### src/design/cbc_pkg.sv
package cbc_pkg;

   localparam int FRAME_COLS  = 40;
   localparam int NUM_CLASSES = 3;

   localparam int LEVEL_W  = 8;
   localparam int COL_W    = 6;
   localparam int TALLY_W  = 12;
   localparam int CSUM_W   = 17;
   localparam int OFFSET_W = 8;
   localparam int CLS_W    = 2;

   // dividend is |5 * (20*count - sum)|, at most 5 * 131071
   localparam int DIVIDEND_W = 20;
   localparam int STEP_W     = 5;
   localparam logic [STEP_W-1:0] DIV_LAST_STEP = STEP_W'(DIVIDEND_W - 1);

   localparam logic [TALLY_W-1:0] TALLY_MAX = {TALLY_W{1'b1}};
   localparam logic [CSUM_W-1:0]  CSUM_MAX  = {CSUM_W{1'b1}};
   localparam logic [6:0]         OFFSET_LIMIT = 7'd100;

   // class codes, also the index into per-class vectors
   localparam logic [CLS_W-1:0] CLS_RED   = 2'd0;
   localparam logic [CLS_W-1:0] CLS_GREEN = 2'd1;
   localparam logic [CLS_W-1:0] CLS_BLUE  = 2'd2;

   // color rule thresholds and weights
   localparam logic [LEVEL_W-1:0] RED_MIN_R     = 8'd108;
   localparam logic [12:0]        RED_WR        = 13'd13;
   localparam logic [12:0]        RED_WG        = 13'd19;
   localparam logic [12:0]        RED_WB        = 13'd17;
   localparam logic [LEVEL_W-1:0] GRN_MAX_R     = 8'd160;
   localparam logic [LEVEL_W-1:0] GRN_MIN_G     = 8'd112;
   localparam logic [LEVEL_W-1:0] GRN_MAX_B     = 8'd200;
   localparam logic [12:0]        GRN_WG        = 13'd12;
   localparam logic [12:0]        GRN_WR        = 13'd16;
   localparam logic [12:0]        GRN_WB        = 13'd14;
   localparam logic [LEVEL_W-1:0] BLU_MAX_R     = 8'd160;
   localparam logic [LEVEL_W-1:0] BLU_MAX_G     = 8'd200;
   localparam logic [LEVEL_W-1:0] BLU_MIN_B     = 8'd104;
   localparam logic [8:0]         BLU_MARGIN    = 9'd24;

   typedef struct packed {
      logic [LEVEL_W-1:0] red_level;
      logic [LEVEL_W-1:0] green_level;
      logic [LEVEL_W-1:0] blue_level;
      logic [COL_W-1:0]   column;
      logic               frame_end;
   } req_type;

   typedef struct packed {
      logic [TALLY_W-1:0]        red_count;
      logic signed [OFFSET_W-1:0] red_offset;
      logic [TALLY_W-1:0]        green_count;
      logic signed [OFFSET_W-1:0] green_offset;
      logic [TALLY_W-1:0]        blue_count;
      logic signed [OFFSET_W-1:0] blue_offset;
   } rsp_type;

   // per-frame totals handed from front to back
   typedef struct packed {
      logic [NUM_CLASSES-1:0][TALLY_W-1:0] count;
      logic [NUM_CLASSES-1:0][CSUM_W-1:0]  csum;
   } snap_type;

endpackage

### src/design/cbc_front.sv
module cbc_front (
   input  logic              clock,
   input  logic              reset,
   input  logic              req_valid,
   output logic              req_stall,
   input  cbc_pkg::req_type  req,
   input  logic              q_full,
   output logic              q_push,
   output cbc_pkg::snap_type q_data
);
   import cbc_pkg::*;

   logic [NUM_CLASSES-1:0][TALLY_W-1:0] tally_ff, tally_in, tally_upd;
   logic [NUM_CLASSES-1:0][CSUM_W-1:0]  csum_ff, csum_in, csum_upd;
   logic [NUM_CLASSES-1:0]              hit;
   logic [12:0] r13, g13, b13;
   logic [8:0]  b9, r24, g24;
   logic [CSUM_W:0] csum_sum;
   logic accept;

   assign req_stall = q_full;
   assign accept    = req_valid && !q_full;

   always_comb begin
      r13 = 13'(req.red_level);
      g13 = 13'(req.green_level);
      b13 = 13'(req.blue_level);
      b9  = 9'(req.blue_level);
      r24 = 9'(req.red_level) + BLU_MARGIN;
      g24 = 9'(req.green_level) + BLU_MARGIN;

      hit[CLS_RED] = (req.red_level >= RED_MIN_R) &&
                     (r13 * RED_WR >= g13 * RED_WG) &&
                     (r13 * RED_WR >= b13 * RED_WB);
      hit[CLS_GREEN] = (req.red_level < GRN_MAX_R) && (req.green_level >= GRN_MIN_G) &&
                       (req.blue_level < GRN_MAX_B) &&
                       (g13 * GRN_WG >= r13 * GRN_WR) &&
                       (g13 * GRN_WG >= b13 * GRN_WB);
      hit[CLS_BLUE] = (req.red_level < BLU_MAX_R) && (req.green_level < BLU_MAX_G) &&
                      (req.blue_level >= BLU_MIN_B) && (b9 >= r24) && (b9 > g24);
   end

   // saturating accumulate
   always_comb begin
      for (int i = 0; i < NUM_CLASSES; i++) begin
         tally_upd[i] = tally_ff[i];
         csum_upd[i]  = csum_ff[i];
         csum_sum     = (CSUM_W + 1)'(csum_ff[i]) + (CSUM_W + 1)'(req.column);
         if (hit[i]) begin
            if (tally_ff[i] != TALLY_MAX) tally_upd[i] = tally_ff[i] + 1'b1;
            csum_upd[i] = csum_sum[CSUM_W] ? CSUM_MAX : csum_sum[CSUM_W-1:0];
         end
      end
   end

   assign q_data.count = tally_upd;
   assign q_data.csum  = csum_upd;
   assign q_push       = accept && req.frame_end;

   always_comb begin
      tally_in = tally_ff;
      csum_in  = csum_ff;
      if (accept) begin
         if (req.frame_end) begin
            tally_in = '0;
            csum_in  = '0;
         end else begin
            tally_in = tally_upd;
            csum_in  = csum_upd;
         end
      end
   end

   always_ff @(posedge clock) begin
      if (reset) begin
         tally_ff <= '0;
         csum_ff  <= '0;
      end else begin
         tally_ff <= tally_in;
         csum_ff  <= csum_in;
      end
   end

endmodule

### src/design/cbc_queue.sv
module cbc_queue (
   input  logic              clock,
   input  logic              reset,
   input  logic              push,
   input  cbc_pkg::snap_type push_data,
   output logic              full,
   input  logic              pop,
   output cbc_pkg::snap_type head,
   output logic              empty
);
   import cbc_pkg::*;

   snap_type   mem_ff [2];
   logic       wr_ptr_ff, wr_ptr_in;
   logic       rd_ptr_ff, rd_ptr_in;
   logic [1:0] count_ff, count_in;

   assign full  = (count_ff == 2'd2);
   assign empty = (count_ff == 2'd0);
   assign head  = mem_ff[rd_ptr_ff];

   always_comb begin
      wr_ptr_in = wr_ptr_ff ^ push;
      rd_ptr_in = rd_ptr_ff ^ pop;
      count_in  = count_ff + 2'(push) - 2'(pop);
   end

   always_ff @(posedge clock) begin
      if (push) mem_ff[wr_ptr_ff] <= push_data;
   end

   always_ff @(posedge clock) begin
      if (reset) begin
         wr_ptr_ff <= 1'b0;
         rd_ptr_ff <= 1'b0;
         count_ff  <= 2'd0;
      end else begin
         wr_ptr_ff <= wr_ptr_in;
         rd_ptr_ff <= rd_ptr_in;
         count_ff  <= count_in;
      end
   end

endmodule

### src/design/cbc_back.sv
module cbc_back (
   input  logic              clock,
   input  logic              reset,
   input  logic              q_empty,
   input  cbc_pkg::snap_type q_head,
   output logic              q_pop,
   output logic              rsp_valid,
   input  logic              rsp_stall,
   output cbc_pkg::rsp_type  rsp
);
   import cbc_pkg::*;

   typedef enum logic [1:0] {ST_IDLE, ST_PREP, ST_DIV, ST_DONE} state_type;

   state_type                            state_ff;
   snap_type                             snap_ff;
   logic [CLS_W-1:0]                     cls_ff;
   logic [STEP_W-1:0]                    step_ff;
   logic [DIVIDEND_W-1:0]                div_ff;
   logic [TALLY_W-1:0]                   rem_ff;
   logic                                 neg_ff;
   logic [NUM_CLASSES-1:0][OFFSET_W-1:0] offs_ff;
   logic                                 rsp_valid_ff;
   rsp_type                              rsp_ff;

   logic [TALLY_W-1:0]    cur_count;
   logic [18:0]           cnt20, diff;
   logic [17:0]           mag;
   logic [DIVIDEND_W-1:0] mag5, div_next;
   logic [TALLY_W:0]      rem_shift;
   logic                  ge;
   logic [TALLY_W-1:0]    rem_next;
   logic [6:0]            q_clamp;
   logic [OFFSET_W-1:0]   offset;

   assign cur_count = snap_ff.count[cls_ff];

   // dividend setup: 20*count - sum, then magnitude times five
   always_comb begin
      cnt20 = (19'(cur_count) << 4) + (19'(cur_count) << 2);
      diff  = cnt20 - 19'(snap_ff.csum[cls_ff]);
      mag   = diff[18] ? 18'(-diff) : diff[17:0];
      mag5  = (DIVIDEND_W'(mag) << 2) + DIVIDEND_W'(mag);
   end

   // one restoring division step per cycle
   always_comb begin
      rem_shift = {rem_ff, div_ff[DIVIDEND_W-1]};
      ge        = rem_shift >= {1'b0, cur_count};
      rem_next  = ge ? TALLY_W'(rem_shift - {1'b0, cur_count}) : rem_shift[TALLY_W-1:0];
      div_next  = {div_ff[DIVIDEND_W-2:0], ge};
      q_clamp   = (div_next > DIVIDEND_W'(OFFSET_LIMIT)) ? OFFSET_LIMIT : div_next[6:0];
      if (cur_count == '0)
         offset = '0;
      else if (neg_ff)
         offset = OFFSET_W'(-{1'b0, q_clamp});
      else
         offset = {1'b0, q_clamp};
   end

   assign q_pop     = (state_ff == ST_IDLE) && !q_empty;
   assign rsp_valid = rsp_valid_ff;
   assign rsp       = rsp_ff;

   always_ff @(posedge clock) begin
      if (reset) begin
         state_ff     <= ST_IDLE;
         rsp_valid_ff <= 1'b0;
      end else begin
         // ST_DONE handles the output valid itself
         if (rsp_valid_ff && !rsp_stall && (state_ff != ST_DONE)) rsp_valid_ff <= 1'b0;
         case (state_ff)
            ST_IDLE: begin
               if (!q_empty) begin
                  snap_ff  <= q_head;
                  cls_ff   <= CLS_RED;
                  state_ff <= ST_PREP;
               end
            end
            ST_PREP: begin
               div_ff   <= mag5;
               neg_ff   <= diff[18];
               rem_ff   <= '0;
               step_ff  <= '0;
               state_ff <= ST_DIV;
            end
            ST_DIV: begin
               div_ff  <= div_next;
               rem_ff  <= rem_next;
               step_ff <= step_ff + 1'b1;
               if (step_ff == DIV_LAST_STEP) begin
                  offs_ff[cls_ff] <= offset;
                  if (cls_ff == CLS_BLUE) begin
                     state_ff <= ST_DONE;
                  end else begin
                     cls_ff   <= cls_ff + 1'b1;
                     state_ff <= ST_PREP;
                  end
               end
            end
            ST_DONE: begin
               if (!rsp_valid_ff || !rsp_stall) begin
                  rsp_ff.red_count    <= snap_ff.count[CLS_RED];
                  rsp_ff.red_offset   <= offs_ff[CLS_RED];
                  rsp_ff.green_count  <= snap_ff.count[CLS_GREEN];
                  rsp_ff.green_offset <= offs_ff[CLS_GREEN];
                  rsp_ff.blue_count   <= snap_ff.count[CLS_BLUE];
                  rsp_ff.blue_offset  <= offs_ff[CLS_BLUE];
                  rsp_valid_ff        <= 1'b1;
                  state_ff            <= ST_IDLE;
               end
            end
            default: state_ff <= ST_IDLE;
         endcase
      end
   end

endmodule

### src/design/color_blob_centroid.sv
// Channel  Direction  Beat                           Accepted when
// req      in         one pixel (levels, column, eof) req_valid && !req_stall
// rsp      out        one frame result (3 x count, offset) rsp_valid && !rsp_stall
//
// Pixels are taken one per clock while req_stall is low; each frame-end
// beat yields one rsp beat. The back end pops a frame from the queue, runs
// the shared 20-step divider once per class in turn (a setup state, then 20
// steps), and registers the result beat; it pops the next frame only after
// that beat is registered, which waits while rsp is stalled.
// req_stall rises only when two finished frames wait in the queue, i.e. when
// frame ends come faster than the back end retires them or rsp is held off.
// Synchronous reset clears the accumulators, the queue and the output valid.
module color_blob_centroid (
   input  logic             clock,
   input  logic             reset,
   input  logic             req_valid,
   output logic             req_stall,
   input  cbc_pkg::req_type req,
   output logic             rsp_valid,
   input  logic             rsp_stall,
   output cbc_pkg::rsp_type rsp
);
   import cbc_pkg::*;

   // front -> queue
   logic     q_push;
   snap_type q_push_data;
   logic     q_full;
   // queue -> back
   logic     q_pop;
   snap_type q_head;
   logic     q_empty;

   // front: classify each pixel, accumulate, snapshot totals at frame end
   cbc_front u_front (
      .clock     (clock),
      .reset     (reset),
      .req_valid (req_valid),
      .req_stall (req_stall),
      .req       (req),
      .q_full    (q_full),
      .q_push    (q_push),
      .q_data    (q_push_data)
   );

   // two-entry queue of frame totals so the next frame keeps streaming
   cbc_queue u_queue (
      .clock     (clock),
      .reset     (reset),
      .push      (q_push),
      .push_data (q_push_data),
      .full      (q_full),
      .pop       (q_pop),
      .head      (q_head),
      .empty     (q_empty)
   );

   // back: serial divide per class, clamp, register the result beat
   cbc_back u_back (
      .clock     (clock),
      .reset     (reset),
      .q_empty   (q_empty),
      .q_head    (q_head),
      .q_pop     (q_pop),
      .rsp_valid (rsp_valid),
      .rsp_stall (rsp_stall),
      .rsp       (rsp)
   );

endmodule
### config.mk
export PLATFORM = sky130hd
export DESIGN_NAME = color_blob_centroid
export DESIGN_NICKNAME = d
export VERILOG_FILES = /design/src/design/cbc_pkg.sv /design/src/design/cbc_front.sv /design/src/design/cbc_queue.sv /design/src/design/cbc_back.sv /design/src/design/color_blob_centroid.sv
export SDC_FILE = /design/constraint.sdc
export NUM_CORES = 1
export LEC_CHECK = 0
export BUFFER_PORTS_ARGS = -buffer_cell sky130_fd_sc_hd__buf_2
export CORE_ASPECT_RATIO = 1.75
export CORE_MARGIN = 1.5
export CORE_UTILIZATION = 45
export CTS_BUF_LIST = sky130_fd_sc_hd__clkbuf_8
export DETAILED_ROUTE_END_ITERATION = 10
export PLACE_DENSITY_LB_ADDON = 0.1
export SLEW_MARGIN = 25
export SYNTH_ARGS = -nofsm -noshare
export SYNTH_HDL_FRONTEND = slang
export SYNTH_SLANG_ARGS = --single-unit
### constraint.sdc
create_clock -name clock -period 16.2 [get_ports clock]
set_clock_uncertainty 0.2 [all_clocks]
set_input_delay 2.43 -clock clock [delete_from_list [all_inputs] [get_ports clock]]
set_output_delay 2.43 -clock clock [all_outputs]
set_load 0.005 [all_outputs]
==> flow_summary.ini <==
[sta]
final_max_slew_viol_count = 0
period_needed_ps = 8480
min_period_over_period_pct = 52.4
setup-tns-final_ps = 0
max-slew-margin-rel_pct = 33.0
final_hold_viol_count = 0
setup_viol = 0
worst_slew_pin_slew_ps = 1000
rsz0062_at_grt = false
timing.fmax_mhz = 118

[floorplan]
ios = 97
rows = 120
placeableCoreArea_mm2 = 0.0611
dieHeight_um = 331
die_x_um = 191
initial_core_util_pct = 45.3
die-area_mm2 = 0.0631

[worst_setup_path]
worst_ep_arrival_time_ps = 8740
r2r_slack_ps = 7720
required_ps = 16460
cp_slowest_cell = nor2_4
crit_top_cell = inv_1
worstSetupPathType = reg -> reg
worstReg2RegStart = u_back.cls_ff[0]$_SDFFCE_PN0P_
cp-endpoint = u_back.div_ff[18]$_DFFE_PP_
cp_max_fo = 32
cpPeakStageDelay_ps = 690
start_kind = register
critPathLaunch = u_back.cls_ff[0]$_SDFFCE_PN0P_
worst_setup_path_end_kind = register
r2r_cells = 30
r2r-end = u_back.div_ff[18]$_DFFE_PP_

[logic_synthesis]
syn_nets = 2784
synthTopCellsByArea = edfxtp_1 (42%), ha_1 (10%), dfxtp_1 (6.8%)
syn_avg_cell_area_um2 = 11.1
ys_async_sr_fraction_pct = 0
synth_top_area_share_pct = 41.7
synthCells = 2491
yosysSeqAreaShare_pct = 48.5
synth-main-ff-cell = edfxtp_1
ys_types = 82
synth_top_area_cell = edfxtp_1
synth-edff-count = 385
yosysWarnings = 0
syn_area_mm2 = 0.0277
ys_ff_latch = 479

[placement]
dp.cells = 3312
io_buffer_count = 96
routabilityCongestion = 0.893
dpl.hpwl_um = 57500

[cts]
root_buffer = clkbuf_8
cts_tree = built
clkSinkCount = 479
cts_hold_buf = 0
path_clk_slew_ps = 60
cts_inserted_buffers = 70
clock_latency_ps = 660
clock_path_buffers = 3
htreeDepth = 3
post_cts_resized = 0
post_cts_buffers = 0

[global_route]
grt_max_degree = 66
overflow = 0
track_usage_pct = 24.3
grt_pass1_wl_um = 116000
antenna_found_initial = 2
grt_pass1_vias = 20500

[drt]
drtIter0Drc = 1202
detail_route.wl_per_cell_um = 22.2
num_vias = 19800
finalWirelength_um = 76600
first_pass_iters = 6
vias_per_cell = 5.75
drc = 0
ant_nets = 0

[finish]
fin_cells = 3444
fin_nets = 2884
area_delta_synth_final_pct = 10.1
drive_gt1_share_pct = 14.3

[outcome]
status = finished, final reports clean

[flow_run]
drv_cap = 0

[min_path]
min_path_type = reg -> reg
[worst min-delay path by stage]
| stage | start | to | slack [ps] | cells after the start |
|---|---|---|---|---|
| floorplan | u_back.offs_ff[16]$_DFFE_PP_ | u_back.rsp[0]$_DFFE_PP_ | 200 | 0 |
| CTS | u_back.offs_ff[2]$_DFFE_PP_ | u_back.rsp[42]$_DFFE_PP_ | 220 | 0 |
| global placement | u_back.offs_ff[21]$_DFFE_PP_ | u_back.rsp[5]$_DFFE_PP_ | 200 | 0 |
| finish | u_back.offs_ff[2]$_DFFE_PP_ | u_back.rsp[42]$_DFFE_PP_ | 220 | 0 |
| global route | u_back.offs_ff[0]$_DFFE_PP_ | u_back.rsp[40]$_DFFE_PP_ | 220 | 0 |
| detailed placement | u_back.offs_ff[2]$_DFFE_PP_ | u_back.rsp[42]$_DFFE_PP_ | 210 | 0 |
[critical path: cells and delay by family (launching register included)]
kind	cells	cell delay (ps)
flops	1	320
buf+inv	7	1530
compound gates	15	3670
xor+xnor	1	320
simple gates	4	980
fa+ha+maj	3	1260
[cells by family after synthesis]
logic type	Yosys count	share of synthesized area, %
AND/OR/NAND/NOR	663	11.8
AO/OA/AOI/OAI	553	13.7
flip-flops	479	48.5
XOR/XNOR	124	3.92
buffers and inverters	266	3.63
multiplexers	148	5.87
adder cells (fa/ha/maj)	258	12.6
[state kept, by name, summed over array words and instances, names as in the netlist, 5 cells and up]
signal and count:
u_queue.mem_ff 174, u_back.snap_ff 87, u_back.rsp 60, u_front.csum_ff 51, u_front.tally_ff 36, u_back.offs_ff 24
u_back.div_ff 20, u_back.rem_ff 12, u_back.step_ff 5
[synthesized netlist by cell type (all sizes together), types with 8 or more instances]
master,instances
and3,33
mux2,109
a211oi,25
or3,12
nand2,177
a21o,48
nor3,63
a21oi,128
nor2,141
or2,11
nand4,27
a31oi,40
inv,170
o21a,30
o31ai,21
ha,223
nor4,28
fa,35
o21bai,15
mux2i,39
dfxtp,94
or4,8
o211ai,15
nor2b,25
a21boi,11
clkbuf,87
edfxtp,385
and4,11
a22o,13
and2,24
nand3,66
nand2b,17
o21ai,105
xor2,45
nor3b,11
xnor2,79
buf,9
o41ai,8
[placed cells by master (no fill, tap or decap), types with 13 or more instances in the layout]
cell / Yosys / final
nand2_1: 177 / 177
xnor2_1: 79 / 79
clkbuf_8: 0 / 77
and2_1: 24 / 24
fa_1: 35 / 35
o211ai_1: 13 / 13
dfxtp_1: 94 / 93
nor2b_1: 25 / 23
o21a_1: 30 / 30
a22o_1: 13 / 13
mux2_2: 107 / 107
o31ai_1: 21 / 21
xor2_1: 45 / 45
o21bai_1: 15 / 15
a31oi_1: 39 / 39
edfxtp_1: 385 / 385
nor3_1: 63 / 61
o21ai_0: 98 / 94
a21oi_1: 128 / 127
a21o_1: 48 / 48
nor2_1: 141 / 138
buf_4: 0 / 27
inv_1: 170 / 198
and3_1: 33 / 32
nand4_1: 27 / 27
a211oi_1: 24 / 23
ha_1: 223 / 221
nand2b_1: 17 / 17
nand3_1: 66 / 66
mux2i_1: 39 / 39
nor4_1: 28 / 25
buf_2: 0 / 96
[metal layers]
metal / wire (um) / vias up / track usage (%)
met5: 0 / - / 0
met4: 3900 / 0 / 12.7
met3: 2730 / 191 / 2.66
met2: 43600 / 585 / 48.7
met1: 26300 / 9586 / 23.4
li1: - / 9450 / -
[layout make-up]
type                    count  area [um^2]
fillers                  5562        30600
flip-flops and latches    479        13400
multi-input cells        1746        13400
clock buffers              77         1060
well taps                 793          992
repair buffers            124          703
inverters                 170          638
clock inverters            53          299
diodes                      2         5.00
[per-stage QoR]
step	util, %	instance area (um^2)	worst slack [ps]	hold WS (ps)
after floorplan	-	27700	8630	200
after global placement	47.6	29100	7080	201
after detailed placement	47.7	29100	7590	206
after CTS	49.9	30500	7570	217
after global routing	49.9	30500	7050	222
final	49.9	30500	7720	217
Power is left out: the tool's default activity adds up to more than one toggle a clock period on the data nets, which glitch-free logic cannot reach.
